--- src/hw/rtl/lnts_pkg.sv ---
`default_nettype none

package lnts_pkg;

  localparam int MAX_TERMS_DEFAULT = 128;
  localparam int FRAC_BITS_DEFAULT = 30;

  localparam int X_W   = 32;
  localparam int LN_W  = 32;
  localparam int TC_W  = 8;

  localparam int MUL_CHUNK_W = 16;
  localparam int DIV_RADIX_W = 8;

  localparam logic [TC_W-1:0] TERM_COUNT_RESET = 8'd99;

  typedef struct packed {
    logic load;
    logic mul_step;
    logic pow_load;
    logic div_step;
    logic acc_step;
    logic out_load;
  } ctrl_cmd_t;

  typedef struct packed {
    logic no_terms;
    logic term_last;
    logic out_free;
  } ctrl_status_t;

endpackage

`default_nettype wire

--- src/hw/rtl/lnts_ctrl.sv ---
`default_nettype none

module lnts_ctrl #(
  parameter int FRAC_BITS = lnts_pkg::FRAC_BITS_DEFAULT
) (
  input  wire logic                  clk,
  input  wire logic                  rst,
  input  wire logic                  in_valid,
  output logic                       in_ready,
  input  wire lnts_pkg::ctrl_status_t status,
  output lnts_pkg::ctrl_cmd_t        cmd
);

  localparam int PW        = FRAC_BITS + 8;
  localparam int XW        = FRAC_BITS + 2;
  localparam int MUL_STEPS = (XW + lnts_pkg::MUL_CHUNK_W - 1) / lnts_pkg::MUL_CHUNK_W;
  localparam int DIV_STEPS = (PW + lnts_pkg::DIV_RADIX_W - 1) / lnts_pkg::DIV_RADIX_W;
  localparam int STEPS_MAX = (MUL_STEPS > DIV_STEPS) ? MUL_STEPS : DIV_STEPS;
  localparam int SCW       = (STEPS_MAX > 1) ? $clog2(STEPS_MAX) : 1;

  typedef enum logic [2:0] {
    ST_IDLE,
    ST_MUL,
    ST_POW,
    ST_DIV,
    ST_ACC,
    ST_OUT
  } state_t;

  state_t           state;
  state_t           state_next;
  logic [SCW-1:0]   step_cnt;
  logic [SCW-1:0]   step_cnt_next;

  assign in_ready = (state == ST_IDLE);

  always_comb begin
    state_next    = state;
    step_cnt_next = step_cnt;
    cmd           = '0;
    case (state)
      ST_IDLE: begin
        if (in_valid) begin
          cmd.load      = 1'b1;
          step_cnt_next = '0;
          state_next    = status.no_terms ? ST_OUT : ST_MUL;
        end
      end
      ST_MUL: begin
        cmd.mul_step = 1'b1;
        if (step_cnt == SCW'(MUL_STEPS - 1)) begin
          step_cnt_next = '0;
          state_next    = ST_POW;
        end else begin
          step_cnt_next = step_cnt + 1'b1;
        end
      end
      ST_POW: begin
        cmd.pow_load = 1'b1;
        state_next   = ST_DIV;
      end
      ST_DIV: begin
        cmd.div_step = 1'b1;
        if (step_cnt == SCW'(DIV_STEPS - 1)) begin
          step_cnt_next = '0;
          state_next    = ST_ACC;
        end else begin
          step_cnt_next = step_cnt + 1'b1;
        end
      end
      ST_ACC: begin
        cmd.acc_step = 1'b1;
        state_next   = status.term_last ? ST_OUT : ST_MUL;
      end
      ST_OUT: begin
        if (status.out_free) begin
          cmd.out_load = 1'b1;
          state_next   = ST_IDLE;
        end
      end
      default: begin
        state_next = ST_IDLE;
      end
    endcase
  end

  always_ff @(posedge clk) begin
    if (rst) begin
      state    <= ST_IDLE;
      step_cnt <= '0;
    end else begin
      state    <= state_next;
      step_cnt <= step_cnt_next;
    end
  end

  a_mul_step_range: assert property (@(posedge clk) disable iff (rst)
    (state == ST_MUL) |-> (step_cnt <= SCW'(MUL_STEPS - 1)))
    else $error("multiply step counter out of range");

  a_out_wait: assert property (@(posedge clk) disable iff (rst)
    (state == ST_OUT && !status.out_free) |=> (state == ST_OUT))
    else $error("result dropped while output slot busy");

endmodule

`default_nettype wire

--- src/hw/rtl/lnts_datapath.sv ---
`default_nettype none

module lnts_datapath #(
  parameter int MAX_TERMS = lnts_pkg::MAX_TERMS_DEFAULT,
  parameter int FRAC_BITS = lnts_pkg::FRAC_BITS_DEFAULT
) (
  input  wire logic                         clk,
  input  wire logic                         rst,
  input  wire lnts_pkg::ctrl_cmd_t          cmd,
  output lnts_pkg::ctrl_status_t            status,
  input  wire logic [lnts_pkg::TC_W-1:0]    term_count,
  input  wire logic [lnts_pkg::X_W-1:0]     x_value,
  output logic                              out_valid,
  input  wire logic                         out_ready,
  output logic signed [lnts_pkg::LN_W-1:0]  ln_value,
  output logic                              overflow
);

  localparam int F         = FRAC_BITS;
  localparam int CH        = lnts_pkg::MUL_CHUNK_W;
  localparam int R         = lnts_pkg::DIV_RADIX_W;
  localparam int PW        = F + 8;
  localparam int XW        = F + 2;
  localparam int AW        = F + 8;
  localparam int SW        = AW + 2;
  localparam int IW        = $clog2(MAX_TERMS + 1);
  localparam int CW        = (IW > lnts_pkg::TC_W) ? IW : lnts_pkg::TC_W;
  localparam int MUL_STEPS = (XW + CH - 1) / CH;
  localparam int MW        = MUL_STEPS * CH;
  localparam int PRW       = PW + MW;
  localparam int DIV_STEPS = (PW + R - 1) / R;
  localparam int DW        = DIV_STEPS * R;

  localparam logic [PW-1:0]        ONE_P   = {7'b0, 1'b1, {F{1'b0}}};
  localparam logic [XW-1:0]        ONE_X   = {2'b01, {F{1'b0}}};
  localparam logic [PW-1:0]        POW_MAX = {PW{1'b1}};
  localparam logic signed [SW-1:0] ACC_HI  = {3'b000, {(AW - 1){1'b1}}};
  localparam logic signed [SW-1:0] ACC_LO  = {3'b111, {(AW - 1){1'b0}}};

  logic [XW-1:0]          xf;
  logic                   x_neg;
  logic [XW-1:0]          x_mag;
  logic [CW-1:0]          tc_ext;
  logic [IW-1:0]          n_load;

  logic [MW-1:0]          dmag;
  logic                   dneg;
  logic [MW-1:0]          mshift;
  logic [PW-1:0]          pmag;
  logic                   pneg;
  logic [PRW-1:0]         prod;
  logic [IW-1:0]          term_idx;
  logic [IW-1:0]          n_terms;
  logic [DW-1:0]          div_q;
  logic [IW-1:0]          div_rem;
  logic signed [AW-1:0]   acc;
  logic                   ovf;

  logic [PW+CH-1:0]       mul_part;
  logic [PRW-1:0]         prod_next;
  logic                   pow_sat;
  logic [PW-1:0]          pow_next;
  logic [DW-1:0]          div_q_next;
  logic [IW-1:0]          div_rem_next;
  logic                   tneg;
  logic signed [SW-1:0]   acc_ext;
  logic signed [SW-1:0]   term_ext;
  logic signed [SW-1:0]   sum;
  logic signed [AW-1:0]   acc_next;
  logic                   acc_sat;
  logic [lnts_pkg::LN_W-1:0] res;

  if (F == 30) begin : g_x_same
    assign xf = x_value;
  end else if (F > 30) begin : g_x_widen
    assign xf = {x_value, {(F - 30){1'b0}}};
  end else begin : g_x_narrow
    assign xf = x_value[lnts_pkg::X_W-1:30-F];
  end

  if (F >= 24) begin : g_res_shift
    assign res = acc[F+7 -: lnts_pkg::LN_W];
  end else begin : g_res_scale
    assign res = {acc, {(24 - F){1'b0}}};
  end

  assign x_neg  = (xf < ONE_X);
  assign x_mag  = x_neg ? (ONE_X - xf) : (xf - ONE_X);
  assign tc_ext = CW'(term_count);
  assign n_load = (tc_ext > CW'(MAX_TERMS)) ? IW'(MAX_TERMS) : IW'(tc_ext);

  assign status.no_terms  = (term_count == '0);
  assign status.term_last = (term_idx == n_terms);
  assign status.out_free  = !out_valid || out_ready;

  assign mul_part  = (PW + CH)'(pmag) * (PW + CH)'(mshift[MW-1 -: CH]);
  assign prod_next = (prod << CH) + PRW'(mul_part);

  assign pow_sat  = (prod[PRW-1:F+PW] != '0);
  assign pow_next = pow_sat ? POW_MAX : prod[F+PW-1:F];

  always_comb begin
    logic [IW:0]   rem_w;
    logic [IW-1:0] rem_r;
    logic [DW-1:0] q_w;
    rem_r = div_rem;
    q_w   = div_q;
    rem_w = '0;
    for (int k = 0; k < R; k++) begin
      rem_w = {rem_r, q_w[DW-1]};
      q_w   = {q_w[DW-2:0], 1'b0};
      if (rem_w >= {1'b0, term_idx}) begin
        rem_w  = rem_w - {1'b0, term_idx};
        q_w[0] = 1'b1;
      end
      rem_r = rem_w[IW-1:0];
    end
    div_q_next   = q_w;
    div_rem_next = rem_r;
  end

  assign tneg     = pneg ^ ~term_idx[0];
  assign acc_ext  = {{2{acc[AW-1]}}, acc};
  assign term_ext = $signed({2'b00, div_q[PW-1:0]});
  assign sum      = tneg ? (acc_ext - term_ext) : (acc_ext + term_ext);

  always_comb begin
    acc_sat  = 1'b0;
    acc_next = sum[AW-1:0];
    if (sum > ACC_HI) begin
      acc_sat  = 1'b1;
      acc_next = ACC_HI[AW-1:0];
    end else if (sum < ACC_LO) begin
      acc_sat  = 1'b1;
      acc_next = ACC_LO[AW-1:0];
    end
  end

  always_ff @(posedge clk) begin
    if (cmd.load) begin
      dneg     <= x_neg;
      dmag     <= MW'(x_mag);
      mshift   <= MW'(x_mag);
      pmag     <= ONE_P;
      pneg     <= 1'b0;
      prod     <= '0;
      term_idx <= IW'(1);
      n_terms  <= n_load;
      acc      <= '0;
      ovf      <= 1'b0;
    end
    if (cmd.mul_step) begin
      prod   <= prod_next;
      mshift <= mshift << CH;
    end
    if (cmd.pow_load) begin
      pmag    <= pow_next;
      pneg    <= pneg ^ dneg;
      div_q   <= DW'(pow_next);
      div_rem <= '0;
      if (pow_sat) begin
        ovf <= 1'b1;
      end
    end
    if (cmd.div_step) begin
      div_q   <= div_q_next;
      div_rem <= div_rem_next;
    end
    if (cmd.acc_step) begin
      acc      <= acc_next;
      term_idx <= term_idx + 1'b1;
      prod     <= '0;
      mshift   <= dmag;
      if (acc_sat) begin
        ovf <= 1'b1;
      end
    end
    if (cmd.out_load) begin
      ln_value <= res;
      overflow <= ovf;
    end
  end

  always_ff @(posedge clk) begin
    if (rst) begin
      out_valid <= 1'b0;
    end else if (cmd.out_load) begin
      out_valid <= 1'b1;
    end else if (out_ready) begin
      out_valid <= 1'b0;
    end
  end

  a_div_rem_bound: assert property (@(posedge clk) disable iff (rst)
    cmd.div_step |=> (div_rem < term_idx))
    else $error("divider remainder not below divisor");

  a_load_clears: assert property (@(posedge clk) disable iff (rst)
    cmd.load |=> (acc == '0 && !ovf && term_idx == IW'(1)))
    else $error("series state not cleared on new argument");

endmodule

`default_nettype wire

--- src/hw/rtl/ln_taylor_series_evaluator.sv ---
// Natural log by the Taylor series about 1: takes x in unsigned Q2.30 and returns
// sum over i = 1..term_count of (-1)^(i-1) (x-1)^i / i in signed Q8.24, with overflow
// raised if the running power or the sum saturated (the series converges only for
// 0 < x <= 2). term_count (reset 99, capped at MAX_TERMS) is written through
// cfg_wr_en/cfg_wr_data; the user must write it only while the block is idle, as
// the block itself does not enforce this. Each term forms the power 16 bits of
// (x-1) per cycle on one shared multiplier, then divides it by the term index 8
// quotient bits per cycle. When term_count is 0 no term is formed and the result
// is 0. A new argument is taken while the previous result still waits in the output
// register.
`default_nettype none

module ln_taylor_series_evaluator #(
  parameter int MAX_TERMS = lnts_pkg::MAX_TERMS_DEFAULT,
  parameter int FRAC_BITS = lnts_pkg::FRAC_BITS_DEFAULT
) (
  input  wire logic                         clk,
  input  wire logic                         rst,
  input  wire logic                         cfg_wr_en,
  input  wire logic [lnts_pkg::TC_W-1:0]    cfg_wr_data,
  input  wire logic                         in_valid,
  output logic                              in_ready,
  input  wire logic [lnts_pkg::X_W-1:0]     x_value,
  output logic                              out_valid,
  input  wire logic                         out_ready,
  output logic signed [lnts_pkg::LN_W-1:0]  ln_value,
  output logic                              overflow
);

  logic [lnts_pkg::TC_W-1:0] term_count;
  lnts_pkg::ctrl_cmd_t       cmd;
  lnts_pkg::ctrl_status_t    status;

  always_ff @(posedge clk) begin
    if (rst) begin
      term_count <= lnts_pkg::TERM_COUNT_RESET;
    end else if (cfg_wr_en) begin
      term_count <= cfg_wr_data;
    end
  end

  lnts_ctrl #(
    .FRAC_BITS (FRAC_BITS)
  ) u_ctrl (
    .clk      (clk),
    .rst      (rst),
    .in_valid (in_valid),
    .in_ready (in_ready),
    .status   (status),
    .cmd      (cmd)
  );

  lnts_datapath #(
    .MAX_TERMS (MAX_TERMS),
    .FRAC_BITS (FRAC_BITS)
  ) u_datapath (
    .clk        (clk),
    .rst        (rst),
    .cmd        (cmd),
    .status     (status),
    .term_count (term_count),
    .x_value    (x_value),
    .out_valid  (out_valid),
    .out_ready  (out_ready),
    .ln_value   (ln_value),
    .overflow   (overflow)
  );

endmodule

`default_nettype wire

--- config.mk ---
export PLATFORM = sky130hd
export DESIGN_NAME = ln_taylor_series_evaluator
export DESIGN_NICKNAME = d
export VERILOG_FILES = /design/src/hw/rtl/lnts_pkg.sv /design/src/hw/rtl/lnts_ctrl.sv /design/src/hw/rtl/lnts_datapath.sv /design/src/hw/rtl/ln_taylor_series_evaluator.sv
export SDC_FILE = /design/constraint.sdc
export NUM_CORES = 2
export LEC_CHECK = 0
export ABC_AREA = 1
export BUFFER_PORTS_ARGS = -buffer_cell sky130_fd_sc_hd__buf_2
export CORE_ASPECT_RATIO = 0.9
export CORE_MARGIN = 2
export CORE_UTILIZATION = 60
export CTS_BUF_LIST = sky130_fd_sc_hd__clkbuf_8 sky130_fd_sc_hd__clkbuf_16
export CTS_CLUSTER_DIAMETER = 60
export DETAILED_ROUTE_END_ITERATION = 8
export PLACE_DENSITY_LB_ADDON = 0.1
export SLEW_MARGIN = 20
export SYNTH_ARGS = -nofsm -noshare
export SYNTH_HDL_FRONTEND = slang
export SYNTH_SLANG_ARGS = --single-unit
--- constraint.sdc ---
create_clock -name clk -period 18.2 [get_ports clk]
set_input_delay 2.73 -clock clk [delete_from_list [all_inputs] [get_ports clk]]
set_output_delay 2.73 -clock clk [all_outputs]
set_load 0.01 [all_outputs]
## Yosys cells after proc, flatten, opt, wreduce, memory -nomap -nowiden

Cells that the tools add are included.
Widths: inputs -> output; s select.

- Register bits after elaboration: 325
- Input bits: 45
- Output and inout bits: 35
- Word-level logic and storage cells: 141

- Add/sub/neg operators: 15
- Multiply operators: 1
- $lt $le $gt $ge: 12
- Eq/ne operators: 12
- Multiplexer cells: 66
- Bitwise gates (word level): 3
- Reductions and logical operators: 14

Operators with widths:

| kind | number |
|---|---|
| $mux 38 | 7 |
| $mux 70 | 2 |
| $mux 32 | 4 |
| $mux 40 | 3 |
| $mux 8 | 12 |
| $ge 9x8->1 | 8 |
| $add 70x54->70 | 1 |
| $sub 8x8->8 | 8 |
| $mul 38x16->54 | 1 |
| $add 38x39->40 | 1 |
| $gt 40x38->1 const B | 1 |
| $lt 40x38->1 const B | 1 |
| $sub 38x39->40 | 1 |
| $lt 32x31->1 const B | 1 |
| $sub 31x32->32 const A | 1 |
| $sub 32x31->32 const B | 1 |
| $mux 1 | 27 |
| $mux 3 | 9 |
| $pmux 3 s6 | 1 |
| $reduce_bool 2->1 | 6 |
| $eq 3x3->1 const B | 3 |
| $pmux 3 s3 | 1 |
| $add 8x1->8 const B | 1 |
| $eq 8x8->1 | 1 |
| 15 further kinds | 21 |

## Depth between registers and ports, before layout

- Depth in word-level cells: 17
- Depth in mapped cells: 107
- Mapped depth without buffers: 102

## Hierarchy

A second synthesis with hierarchy kept.

- Cells, all modules: 5067
- Area, all modules: 40448.8 µm²

By module, submodules not included:

| module | instances | cells each | area each (µm²) | seq. area each (µm²) |
|---|---|---|---|---|
| lnts_datapath | 1 | 4956 | 39705.6 | 8618.3 |
| lnts_ctrl | 1 | 68 | 439.2 | 120.1 |
| ln_taylor_series_evaluator | 1 | 43 | 304.0 | 160.2 |

## Worst setup path after synthesis

Ideal clock, no wire load.

- Path type: register -> register
- From: register u_datapath.term_idx[1]
- To: register u_datapath.div_rem[3] (data pin)
- Library setup time: 253 ps
- Arrival time: 13445 ps
- Required time: 17947 ps
- Path slack: 4502 ps
- Cell stages (with the launch flop): 103
- Path buffers: 6
- Clock period less this slack: 13698 ps
- Cell sequence: edfxtp_1 > inv_1 > ha_1 > nand2_1 > nor2_1 > nand2_1 > nand3_2 > nand2_4 > nand2_8 > inv_2 > or2_1 > o21ai_0 > ha_1 > nand3b_1 > nand2_1 > nand2_1 > nand2_1 > a21oi_4 > [... 67 more ...] > a221oi_1 > nand2_2 > clkinv_1 > buf_6 > nand2_1 > o21ai_1 > ha_1 > a21oi_1 > nand2_1 > a21oi_1 > o21bai_1 > a21oi_1 > o21bai_1 > a211oi_1 > nand3_2 > buf_6 > nor2_1 > nor2_1

- Word-level cells in the longest chain between the ends: 17
- Elaborated cells on any way between the ends: 25
- Those cells by class: 8 x add/sub; 8 x order compare; 9 x mux

Ends and longest elaborated chain:

| element | RTL line | text |
|---|---|---|
| start, declared | lnts_datapath.sv:52 | `logic [IW-1:0] term_idx;` |
| start signal, assigned | lnts_datapath.sv:171 | `term_idx <= term_idx + 1'b1;` |
| $sub 8x8->8 or $ge 9x8->1 (tied branches) | lnts_datapath.sv:113, lnts_datapath.sv:112 |  |
| $mux 8 | lnts_datapath.sv:112 | `if (rem_w >= {1'b0, term_idx}) begin` |
| $sub 8x8->8 or $ge 9x8->1 (tied branches) | lnts_datapath.sv:113, lnts_datapath.sv:112 |  |
| $mux 8 | lnts_datapath.sv:112 |  |
| $sub 8x8->8 or $ge 9x8->1 (tied branches) | lnts_datapath.sv:113, lnts_datapath.sv:112 |  |
| $mux 8 | lnts_datapath.sv:112 |  |
| $sub 8x8->8 or $ge 9x8->1 (tied branches) | lnts_datapath.sv:113, lnts_datapath.sv:112 |  |
| $mux 8 | lnts_datapath.sv:112 |  |
| $sub 8x8->8 or $ge 9x8->1 (tied branches) | lnts_datapath.sv:113, lnts_datapath.sv:112 |  |
| $mux 8 | lnts_datapath.sv:112 |  |
| $sub 8x8->8 or $ge 9x8->1 (tied branches) | lnts_datapath.sv:113, lnts_datapath.sv:112 |  |
| $mux 8 | lnts_datapath.sv:112 |  |
| $sub 8x8->8 or $ge 9x8->1 (tied branches) | lnts_datapath.sv:113, lnts_datapath.sv:112 |  |
| $mux 8 | lnts_datapath.sv:112 |  |
| $ge 9x8->1 or $sub 8x8->8 (tied branches) | lnts_datapath.sv:112, lnts_datapath.sv:113 |  |
| $mux 8 * | lnts_datapath.sv:112 |  |
| $mux 8 * | lnts_datapath.sv:165 | `if (cmd.div_step) begin` |
| end signal, assigned | lnts_datapath.sv:167 | `div_rem <= div_rem_next;` |
| end, declared | lnts_datapath.sv:55 | `logic [IW-1:0] div_rem;` |

Mark *: on every way between the ends. The rest lies on a longest branch, timed or not.
A chain may end at the register's enable or synchronous reset.

## Final worst setup path

- From: register u_datapath.term_idx[1]
- To: register u_datapath.div_q[0] (data pin)

- Word-level cells in the longest chain between the ends: 17
- Elaborated cells on any way between the ends: 24
- Those cells by class: 7 x add/sub; 8 x order compare; 9 x mux

Ends and longest elaborated chain:

| element | RTL line | text |
|---|---|---|
| $sub 8x8->8 or $ge 9x8->1 (tied branches) | lnts_datapath.sv:113, lnts_datapath.sv:112 |  |
| $mux 8 | lnts_datapath.sv:112 |  |
| $sub 8x8->8 or $ge 9x8->1 (tied branches) | lnts_datapath.sv:113, lnts_datapath.sv:112 |  |
| $mux 8 | lnts_datapath.sv:112 |  |
| $sub 8x8->8 or $ge 9x8->1 (tied branches) | lnts_datapath.sv:113, lnts_datapath.sv:112 |  |
| $mux 8 | lnts_datapath.sv:112 |  |
| $sub 8x8->8 or $ge 9x8->1 (tied branches) | lnts_datapath.sv:113, lnts_datapath.sv:112 |  |
| $mux 8 | lnts_datapath.sv:112 |  |
| $sub 8x8->8 or $ge 9x8->1 (tied branches) | lnts_datapath.sv:113, lnts_datapath.sv:112 |  |
| $mux 8 | lnts_datapath.sv:112 |  |
| $sub 8x8->8 or $ge 9x8->1 (tied branches) | lnts_datapath.sv:113, lnts_datapath.sv:112 |  |
| $mux 8 | lnts_datapath.sv:112 |  |
| $sub 8x8->8 or $ge 9x8->1 (tied branches) | lnts_datapath.sv:113, lnts_datapath.sv:112 |  |
| $mux 8 | lnts_datapath.sv:112 |  |
| $ge 9x8->1 * | lnts_datapath.sv:112 |  |
| $mux 1 * | lnts_datapath.sv:112 |  |
| $mux 40 * | lnts_datapath.sv:165 |  |
| end signal, assigned | lnts_datapath.sv:159 | `div_q <= DW'(pow_next);` |
| end signal, assigned | lnts_datapath.sv:166 | `div_q <= div_q_next;` |
| end, declared | lnts_datapath.sv:54 | `logic [DW-1:0] div_q;` |

Marked as above.

==> impl_metrics.ini <==
[timing]
worst_slack_ns = 2.04
setup_viol_count_final = 0
clock.fmax_ghz = 0.0619
max-slew-margin-rel_pct = 23.8
final-max-slew-violation-count = 0
period_share_pct = 88.8
worst_clock_skew_ns = 0.0301
hold_violations = 0
tightestPinTransition_ns = 1.14
grt_setup_unrepaired = false
holdWs_ns = 0.460
fin_tns_setup_ns = 0
period_needed_ns = 16.16

[placed_design]
dp.cells = 5836
place.gp.congestion = 0.990
dpl_worst_slack_ns = 2.03
dp_hpwl_mm = 82.7
io_buffers = 79

[cells_and_area]
fillers = 5880
areaGrowthSynthToFinish_pct = 5.74
layout.cells.non_filler = 5905
num-nets-final = 5847
register_area_sq_um = 8900
drive_gt1_share_pct = 5.31
diodes = 0
multiInputGateArea_sq_um = 26400

[grt]
antenna_found_initial = 1
grt.total_usage_pct = 32.2
grt_first_pass_wirelength_mm = 177
grt_overflow_total = 0
grt_pass1_vias = 33100
grt_max_degree = 70

[critical_path]
worst_r2r_endpoint = u_datapath.div_q[0]
r2r_cells = 95
critical_path_arrival_ns = 16.48
setup.worst_path.end_class = flip-flop
critPathMaxStageDelay_ns = 0.68
critPathLaunch = u_datapath.term_idx[1]
critPathKind = flip-flop to flip-flop
path_max_fanout = 14
startpoint_type = flip-flop
ff2ff_setup_slack_ns = 2.04
cp-endpoint = u_datapath.div_q[0]
crit_slowest_cell = edfxtp_1
r2r_start = u_datapath.term_idx[1]
path_common_cell = nand2_1
critical_path_required_ns = 18.52

[yosys]
syn_inst = 5043
synth_edf_count = 239
seq_area_frac_synth_pct = 22.1
synth-xor-area-share_pct = 3.19
syn-num-nets = 5888
asyncSetResetFlopFracSynth_pct = 0
synth_fa_ha_area_share_pct = 35.1
muxShareOfSynthArea_pct = 0
ys_ff_latch = 325
synth_top_family_by_area = adder cells
synth_compound_area_share_pct = 9.91
synthFlopType = edfxtp_1
ys_types = 61
postSynthAreaPerCell_sq_um = 7.99
yosys_warnings = 0
synth-simple-area-share_pct = 17.1
syn_area_sq_um = 40300

[detailed_routing]
vias_per_cell = 5.49
drt_first_pass_iters = 5
dr_total_vias = 32400
drc = 0
routed_wl_mm = 108
antenna_left = 0
drtIter0Drc = 2437
wire_per_inst_um = 18.2

[clock_network]
cts_tree = done
cts.clk_slew.worst_paths_ns = 0.06
htreeDepth = 2
cts-resized-gates = 0
numCtsBuffers = 38
clock_path_buffers = 3
cts.sinks = 325
root_buffer = clkbuf_16
insertion_delay_ns = 0.58
cts_setup_buffers = 0
cts_hold_buf = 0

[die]
row_count = 90
die_area_sq_um = 69300
die_w_um = 277
coreArea_sq_um = 66800
start_util_pct = 60.4
dieHeight_um = 250
ios = 80

[run]
maxCapViolCount = 0

[hold_path]
hp-class = flip-flop to flip-flop

[status]
status = completed
-- metrics by stage --
step	cell area, sq um	utilization (%)
after floorplan	40300	-
after global placement	41400	62.0
after detailed placement	41400	62.0
after CTS	42600	63.8
after global routing	42600	63.8
final	42600	63.8
-- sequential cells by signal, summed over array words and instances, names as in the netlist, 32 cells and up --
signal               cells
u_datapath.mshift       32
u_datapath.pmag         38
u_datapath.prod         70
u_datapath.div_q        40
u_datapath.ln_value     32
u_datapath.dmag         32
u_datapath.acc          38
-- cell families (layout without fill, tap and decap cells) --
| kind of cell | Yosys count | after routing |
|---|---|---|
| xor+xnor | 146 | 146 |
| compound gates | 732 | 732 |
| fa+ha+maj | 800 | 800 |
| buf+inv | 1345 | 1333 |
| simple gates | 1695 | 1695 |
| flops | 325 | 325 |
-- synthesized netlist by cell type, types with 3 or more instances --
cell type | n | share of area (%)
a211oi_1 | 5 | 0.093
a21boi_0 | 5 | 0.093
a21o_1 | 10 | 0.19
a21oi_1 | 322 | 4.0
a221oi_1 | 4 | 0.087
a22o_1 | 12 | 0.26
a31oi_1 | 35 | 0.54
buf_1 | 11 | 0.10
buf_2 | 5 | 0.062
buf_6 | 5 | 0.14
clkbuf_1 | 187 | 1.7
dfxtp_1 | 86 | 4.3
edfxtp_1 | 239 | 18
fa_1 | 549 | 27
ha_1 | 251 | 7.8
inv_1 | 1126 | 10
inv_2 | 6 | 0.056
nand2_1 | 1144 | 11
nand2_2 | 16 | 0.25
nand3_1 | 86 | 1.1
nand3_2 | 9 | 0.22
nand3b_1 | 15 | 0.28
nand4_1 | 20 | 0.31
nor2_1 | 316 | 2.9
nor2_2 | 5 | 0.078
nor3_1 | 38 | 0.47
nor3_2 | 4 | 0.099
nor4_1 | 11 | 0.17
o211ai_1 | 8 | 0.15
o21a_1 | 17 | 0.32
o21ai_0 | 258 | 3.2
o21ai_1 | 20 | 0.25
o21bai_1 | 16 | 0.30
o221ai_1 | 4 | 0.087
o311ai_0 | 3 | 0.065
o31ai_1 | 4 | 0.074
or2_2 | 18 | 0.28
xnor2_1 | 53 | 1.2
xor2_1 | 92 | 2.0
-- worst max-delay path: cells and delay by family, from the launching register on --
kind	cells	cell delay, ns
adder cells (fa/ha/maj)	8	2.69
AND/OR/NAND/NOR	39	4.49
flip-flops	1	0.68
buffers and inverters	12	1.69
AO/OA/AOI/OAI	36	6.30
-- routing by layer --
layer	GRT usage [%]	up-vias	routed length, um
met5	0	-	13
met4	10.5	2	3540
met3	5.48	200	8060
met2	53.7	1110	51400
met1	42.8	15700	44700
li1	-	15400	-
-- cell usage in the layout (no fill, tap or decap), drive strengths merged, types with 54 or more instances in the layout --
master	count
nand2	1162
inv	1143
fa	549
a21oi	325
nor2	322
o21ai	279
ha	251
edfxtp	239
buf	130
nand3	96
xor2	92
dfxtp	86
xnor2	54
-- worst min-delay path by stage --
stage | end | slack [ns] | cells past startpoint | startpoint
2_1_floorplan | u_datapath.overflow | 0.41 | 0 | u_datapath.ovf
3_3_place_gp | u_datapath.ln_value[5] | 0.44 | 0 | u_datapath.acc[11]
3_5_place_dp | u_datapath.ln_value[29] | 0.45 | 0 | u_datapath.acc[35]
4_1_cts | u_datapath.ln_value[14] | 0.46 | 0 | u_datapath.acc[20]
5_1_grt | u_datapath.ln_value[11] | 0.48 | 0 | u_datapath.acc[17]
6_report | u_datapath.ln_value[5] | 0.46 | 0 | u_datapath.acc[11]
-- area by class of cell --
class | count | share of cell area [%]
Multi-Input combinational cell | 3373 | 61.8
Sequential cell | 325 | 20.9
Inverter | 1134 | 9.99
Tap cell | 874 | 2.57
Clock buffer | 38 | 2.23
Timing Repair Buffer | 130 | 1.83
Clock inverter | 31 | 0.663
Power is left out: the tool's default activity adds up to more than one toggle a clock period on the data nets, which glitch-free logic cannot reach.
